$ cat config.mk
export PLATFORM = sky130hd
export DESIGN_NAME = rtnh_queue
export DESIGN_NICKNAME = d
export VERILOG_FILES = /design/src/hdl/ray_triangle_nearest_hit_macros.svh /design/src/hdl/rtnh_pkg.sv /design/src/hdl/rtnh_queue.sv
export SDC_FILE = /design/constraint.sdc
export NUM_CORES = 1
export LEC_CHECK = 0
export BUFFER_PORTS_ARGS = -buffer_cell sky130_fd_sc_hd__buf_4
export CAP_MARGIN = 10
export CORE_AREA = 2 2 357 359
export DETAILED_ROUTE_END_ITERATION = 8
export DIE_AREA = 0 0 359 361
export GPL_TIMING_DRIVEN = 0
export PLACE_DENSITY = 0.44
export SYNTH_ARGS = -nofsm -noshare
export SYNTH_HDL_FRONTEND = slang
export SYNTH_SLANG_ARGS = --single-unit
$ cat constraint.sdc
create_clock -name aclk -period 14.6 [get_ports aclk]
set_clock_uncertainty 0.1 [all_clocks]
set_input_delay 1.46 -clock aclk [delete_from_list [all_inputs] [get_ports aclk]]
set_output_delay 1.46 -clock aclk [all_outputs]
set_load 0.05 [all_outputs]
$ cat src/hdl/ray_triangle_nearest_hit_macros.svh
// Assertion macros for the ray/triangle nearest-hit block.
// Included by the top level; no other dependencies.
`ifndef RAY_TRIANGLE_NEAREST_HIT_MACROS_SVH
`define RAY_TRIANGLE_NEAREST_HIT_MACROS_SVH
`ifndef SYNTH
`define RTNH_ASSERT_IMPL(label, clk, rstn, prop) \
    label: assert property (@(posedge clk) disable iff (!rstn) prop) \
        else $error("assertion failed");
`define RTNH_ASSERT_NORST(label, clk, prop) \
    label: assert property (@(posedge clk) prop) else $error("assertion failed");
`else
`define RTNH_ASSERT_IMPL(label, clk, rstn, prop)
`define RTNH_ASSERT_NORST(label, clk, prop)
`endif
`endif

$ cat src/hdl/rtnh_pkg.sv
// Shared types and constants for the ray/triangle nearest-hit block.
// No dependencies.
`timescale 1ns / 1ps
package rtnh_pkg;
    localparam int MESH_ID_BITS = 8;
    localparam int CFG_IDX_BITS = 3;
    localparam int QDEPTH = 2;

    localparam logic [CFG_IDX_BITS-1:0] REG_ORIGIN_X = 3'd0;
    localparam logic [CFG_IDX_BITS-1:0] REG_ORIGIN_Y = 3'd1;
    localparam logic [CFG_IDX_BITS-1:0] REG_ORIGIN_Z = 3'd2;
    localparam logic [CFG_IDX_BITS-1:0] REG_DIR_X    = 3'd3;
    localparam logic [CFG_IDX_BITS-1:0] REG_DIR_Y    = 3'd4;
    localparam logic [CFG_IDX_BITS-1:0] REG_DIR_Z    = 3'd5;

    typedef struct packed {
        logic signed [31:0] a_x, a_y, a_z;
        logic signed [31:0] b_x, b_y, b_z;
        logic signed [31:0] c_x, c_y, c_z;
        logic [MESH_ID_BITS-1:0] mesh_id;
        logic last_triangle;
    } tri_in_t;

    typedef struct packed {
        logic is_hit;
        logic [31:0] hit_distance;
        logic [MESH_ID_BITS-1:0] hit_mesh;
    } hit_out_t;

    typedef struct packed {
        logic signed [31:0] x, y, z;
    } vec_t;

    // front-end classification handed to the back end
    typedef struct packed {
        vec_t a, b, c, n;
        logic signed [31:0] q;
        logic signed [31:0] num;
        logic [MESH_ID_BITS-1:0] mesh;
        logic last;
    } front_item_t;

    function automatic logic signed [31:0] sat32(input logic signed [65:0] v);
        if (v > 66'sd2147483647) return 32'sh7fffffff;
        if (v < -66'sd2147483648) return 32'sh80000000;
        return v[31:0];
    endfunction

    function automatic logic signed [31:0] vsub1(input logic signed [31:0] u,
                                                 input logic signed [31:0] v);
        logic signed [65:0] d;
        d = 66'(u) - 66'(v);
        return sat32(d);
    endfunction

    function automatic vec_t vsub(input vec_t u, input vec_t v);
        vec_t r;
        r.x = vsub1(u.x, v.x);
        r.y = vsub1(u.y, v.y);
        r.z = vsub1(u.z, v.z);
        return r;
    endfunction
endpackage

$ cat src/hdl/rtnh_queue.sv
// Short FIFO between front end and back end.
// Depends on rtnh_pkg.
`timescale 1ns / 1ps
module rtnh_queue (
    input  logic                  aclk,
    input  logic                  aresetn,
    input  rtnh_pkg::front_item_t in_item,
    input  logic                  in_valid,
    output logic                  in_ready,
    output rtnh_pkg::front_item_t out_item,
    output logic                  out_valid,
    input  logic                  out_ready
);
    import rtnh_pkg::*;

    front_item_t mem_reg [QDEPTH];
    logic [$clog2(QDEPTH)-1:0] wp_reg, rp_reg;
    logic [$clog2(QDEPTH):0] cnt_reg;
    logic push, pop;

    assign in_ready  = (cnt_reg != QDEPTH[$clog2(QDEPTH):0]);
    assign out_valid = (cnt_reg != '0);
    assign out_item  = mem_reg[rp_reg];
    assign push = in_valid && in_ready;
    assign pop  = out_valid && out_ready;

    always_ff @(posedge aclk) begin
        if (push) mem_reg[wp_reg] <= in_item;
    end

    always_ff @(posedge aclk) begin
        if (!aresetn) begin
            wp_reg <= '0; rp_reg <= '0; cnt_reg <= '0;
        end else begin
            if (push) wp_reg <= wp_reg + 1'b1;
            if (pop) rp_reg <= rp_reg + 1'b1;
            cnt_reg <= cnt_reg + {{$clog2(QDEPTH){1'b0}}, push}
                               - {{$clog2(QDEPTH){1'b0}}, pop};
        end
    end
endmodule

### Yosys cells after proc, flatten, opt, wreduce, memory -nomap -nowiden

Memories as Yosys holds them, arrays and structs flattened. A register that Yosys moved wholly into a read port is not among the register bits.
Index checks and enable logic that the tools add are counted.

* flip-flop bits (word level): 4
* memory bits (writable): 914
* output and inout port bits: 459
* word-level logic and storage cells: 16
* memories: 1

* add/sub/neg operators: 4
* equality and inequality tests: 1
* mux-type cells: 4
* reduce and logical (&&, ||, !) cells: 3

Memories
* mem_reg: words 2, width 457, rd ports 1, clocked after Yosys merged registers in 1, wr ports 1, line rtnh_queue.sv:16 `front_item_t mem_reg [QDEPTH];`

Operator list (count)
* $mux W1: 4
* $add A1 B1 Y1 const B: 2
* $add A2 B1 Y2: 1
* $logic_and A1 B1 Y1: 2
* $ne A2 B2 Y1 const B: 1
* $reduce_bool A2 Y1: 1
* $sub A2 B1 Y2: 1

### Logic depth before layout (Yosys ltp)

* depth after elaboration: 4
* depth in mapped cells: 6

### Least setup slack after synthesis

No wires, ideal clock.

* path type: input port to flip-flop
* start point: input in_valid
* end point: memory mem_reg[1][0] in the netlist's numbering (enable)
* setup time: 0.883 ns
* arrival time: 11.870 ns
* required time: 13.617 ns
* path slack: 1.746 ns
* cell stages on the path: 1
* buffers on the path: 0
* cells stage by stage: and3_1

* cells in the longest elaborated chain, start to end: 3

Ends and longest elaborated chain
* start: declaration: line rtnh_queue.sv:8 `input logic in_valid,`
* $logic_and A1 B1 Y1: line rtnh_queue.sv:24 `assign push = in_valid && in_ready;`
* $mux W1: line rtnh_queue.sv:28 `if (push) mem_reg[wp_reg] <= in_item;`
* $mux W1 (not written as such): line rtnh_queue.sv:28
* end: declaration: line rtnh_queue.sv:16

No other way between the ends.

==> run summary <==
Critical-path top delay cell -> mux2_4
Die Y -> 361 um
most frequent cells in the layout -> buf_4 (919), edfxtp_1 (914), mux2_4 (430)
Syn-to-layout area delta -> 35.6%
Site Rows -> 130
Switching Fraction -> 0.347
dpl cells -> 4032
vias in the first global route -> 18900
Final Instance Count excl. Fillers -> 4238
register clock-pin slew on the reported worst setup and hold paths -> 0.06 ns
critical path cell sequence -> buf_6 -> buf_12 -> buf_6 -> mux2_4 -> buf_4
Tmin final -> 3.84 ns
vias per inst -> 4.12
grt ovf -> 0
max FFs per register -> 914
proportion of synthesized area in mux cells -> 0.193
# nets final -> 2951
max layer used -> met5
Adder-Cell Fraction of Synth Area -> 0.000356
f_max -> 260 MHz
crit-path max FO -> 10
H-tree depth -> 3
first-pass GRT wire length -> 134000 um
Post-Synth Simple-Gate Area -> 0.00210
Critical Path RT -> 13.04 ns
Clk pwr share -> 0.277
Yosys reg bits -> 919
Compound-Gate Fraction of Synth Area -> 0.00153
hold_buf cts -> 0
initial antenna violation count -> 26
Post-CTS Resized -> 0
reg2reg path depth -> 6
proportion of layout cells with a drive suffix above 1 -> 0.614
antenna viol nets, final -> 0
pin count of the biggest net entering global routing -> 116
Fin. Hold Viols -> 0
Final Wtd Congestion -> 0.764
netlist area before placement -> 35100 sq um
CP delay by family, top -> buffers and inverters
first drt pass iteration count -> 4
DRC viols -> 0
GRT Overall Usage -> 0.144
largest family of logic cells by synthesized area -> multiplexers
Synth Flop Type -> edfxtp_1
sequential share of power -> 0.375
Yosys Warn Count -> 0
Crit. End Element -> output port
core area -> 125000 sq um
CTS Sinks -> 919
met1 wire length -> 31500 um
io pins -> 920
register area share after synthesis -> 0.785
CTS Buf Count -> 105
sw power -> 3.03 mW
Longest Clk Path Bufs -> 3
Buf/Inv on CP -> 4
Pint -> 5.70 mW
Post-CTS Setup Bufs -> 0
Die Area -> 130000 sq um
critical path type -> reg -> out
final setup fails -> 0
fin. max-slew vios -> 0
crit-path most repeated cell -> buf_6
startpoint types -> register
Root Driver -> clkbuf_16
Port-buffer cells -> 919
Slew HR -> 0.459
CTS tree -> built
Leak Pwr -> 18.2 nW
total length of routed met3 wires -> 10300 um
dpl hpwl -> 71500 um
post-synthesis async set-or-reset flop share -> 0
Iteration-0 DRC Markers -> 901
starting density of the core -> 0.280
CP Depth -> 5
Power Total -> 8.72 mW
Combinational Power Share -> 0.349
worst-skew pair later-pin latency -> 0.69 ns
unrepaired setup endpoints after global routing -> no
Max Cap Viol -> 0
peak supply drop -> 0.000107 V
Post-Syn Area per Cell -> 24.2 sq um
fin crit share -> 0.263
Die Span X -> 359 um
Synth cell types -> 26
crit-path max cell delay -> 0.36 ns
outcome -> finished, final reports clean
WP data arrival -> 2.28 ns
fillers -> 11600
Vias -> 17400
fin util -> 0.380
xor-xnor portion of the synthesized cell area -> 0.000250
Routed WL -> 96700 um
most common cell after layout, fill and taps aside -> buf_4
wire length on met2 -> 52400 um
Syn Inst Count -> 1451
number of synthesized flops with an enable pin -> 914
Hold Path Class -> reg -> reg
net count after synthesis -> 1913
hold depth -> 2
WL/cell -> 22.8 um
Pwr Density -> 183 nW/um^2
actual slew at the worst max-slew pin -> 0.812 ns
-- power groups by stage --
stage | logic, mW | registers, mW | clock network (mW)
floorplan | 2.18 | 3.44 | 0
global placement | 3.06 | 3.54 | 0
detailed placement | 3.09 | 3.33 | 0
CTS | 3.10 | 3.27 | 2.50
global route | 3.16 | 3.29 | 2.61
finish | 3.04 | 3.27 | 2.41
-- final timing paths --
check	from	to	slack [ns]
worst min-delay path	rp_reg	register	0.49
worst min register to register	rp_reg	register	0.49
worst max register to register	cnt_reg[0]	mem_reg[1][158]	11.31
worst max-delay path	register	out_item[240]	10.76
-- Yosys cell counts (all sizes together) (2+ instances only) --
master    n  share of area
a21bo     2        0.00057
and2      3        0.00053
buf      51          0.018
dfxtp     5         0.0029
edfxtp  914           0.78
mux2    457           0.19
nand2b    2        0.00036
nor2      2        0.00021
o21ai     2        0.00029
-- final cells by class --
cell class | instances | area [sq um] | area share
Timing Repair Buffer | 931 | 7230 | 0.152
Buffer | 51 | 629 | 0.0132
Sequential cell | 919 | 27500 | 0.579
Clock inverter | 59 | 439 | 0.00922
Clock buffer | 131 | 2730 | 0.0572
Multi-Input combinational cell | 480 | 6920 | 0.145
Antenna cell | 16 | 40.0 | 0.000841
Inverter | 1 | 11.3 | 0.000237
Tap cell | 1650 | 2060 | 0.0434
-- through the flow --
| step | hold slack [ns] | cell area [sq um] | TNS (ns) | setup slack (ns) |
|---|---|---|---|---|
| after floorplan | 0.429 | 35100 | 0 | 1.75 |
| after global placement | 0.440 | 44100 | -3584.21 | -5.27 |
| after detailed placement | 0.485 | 44400 | 0 | 10.34 |
| after CTS | 0.500 | 47600 | 0 | 10.57 |
| after global routing | 0.518 | 47600 | 0 | 10.58 |
| final | 0.486 | 47600 | 0 | 10.76 |
-- worst register-to-register path: cells and delay by family (launching register included) --
family / cells / cell delay (ns)
DFF: 1 / 0.44
and+or+nand+nor: 2 / 0.96
buffers and inverters: 4 / 1.37
-- cell families (layout without fill, tap and decap cells) --
| logic type | after synthesis | after routing |
|---|---|---|
| flops | 919 | 919 |
| mux | 458 | 458 |
| buf+inv | 52 | 1173 |
| simple gates | 13 | 13 |
| compound gates | 7 | 7 |
| fa+ha+maj | 1 | 1 |
| xor+xnor | 1 | 1 |
| other cells | 0 | 16 |
-- per-layer routing --
metal	GRT usage	vias up
met3	0.0785	138
li1	-	7932
met1	0.132	8704
met2	0.268	650
met4	0.0494	20
met5	0	-
Note: power is estimated with default switching activity, not from simulation.
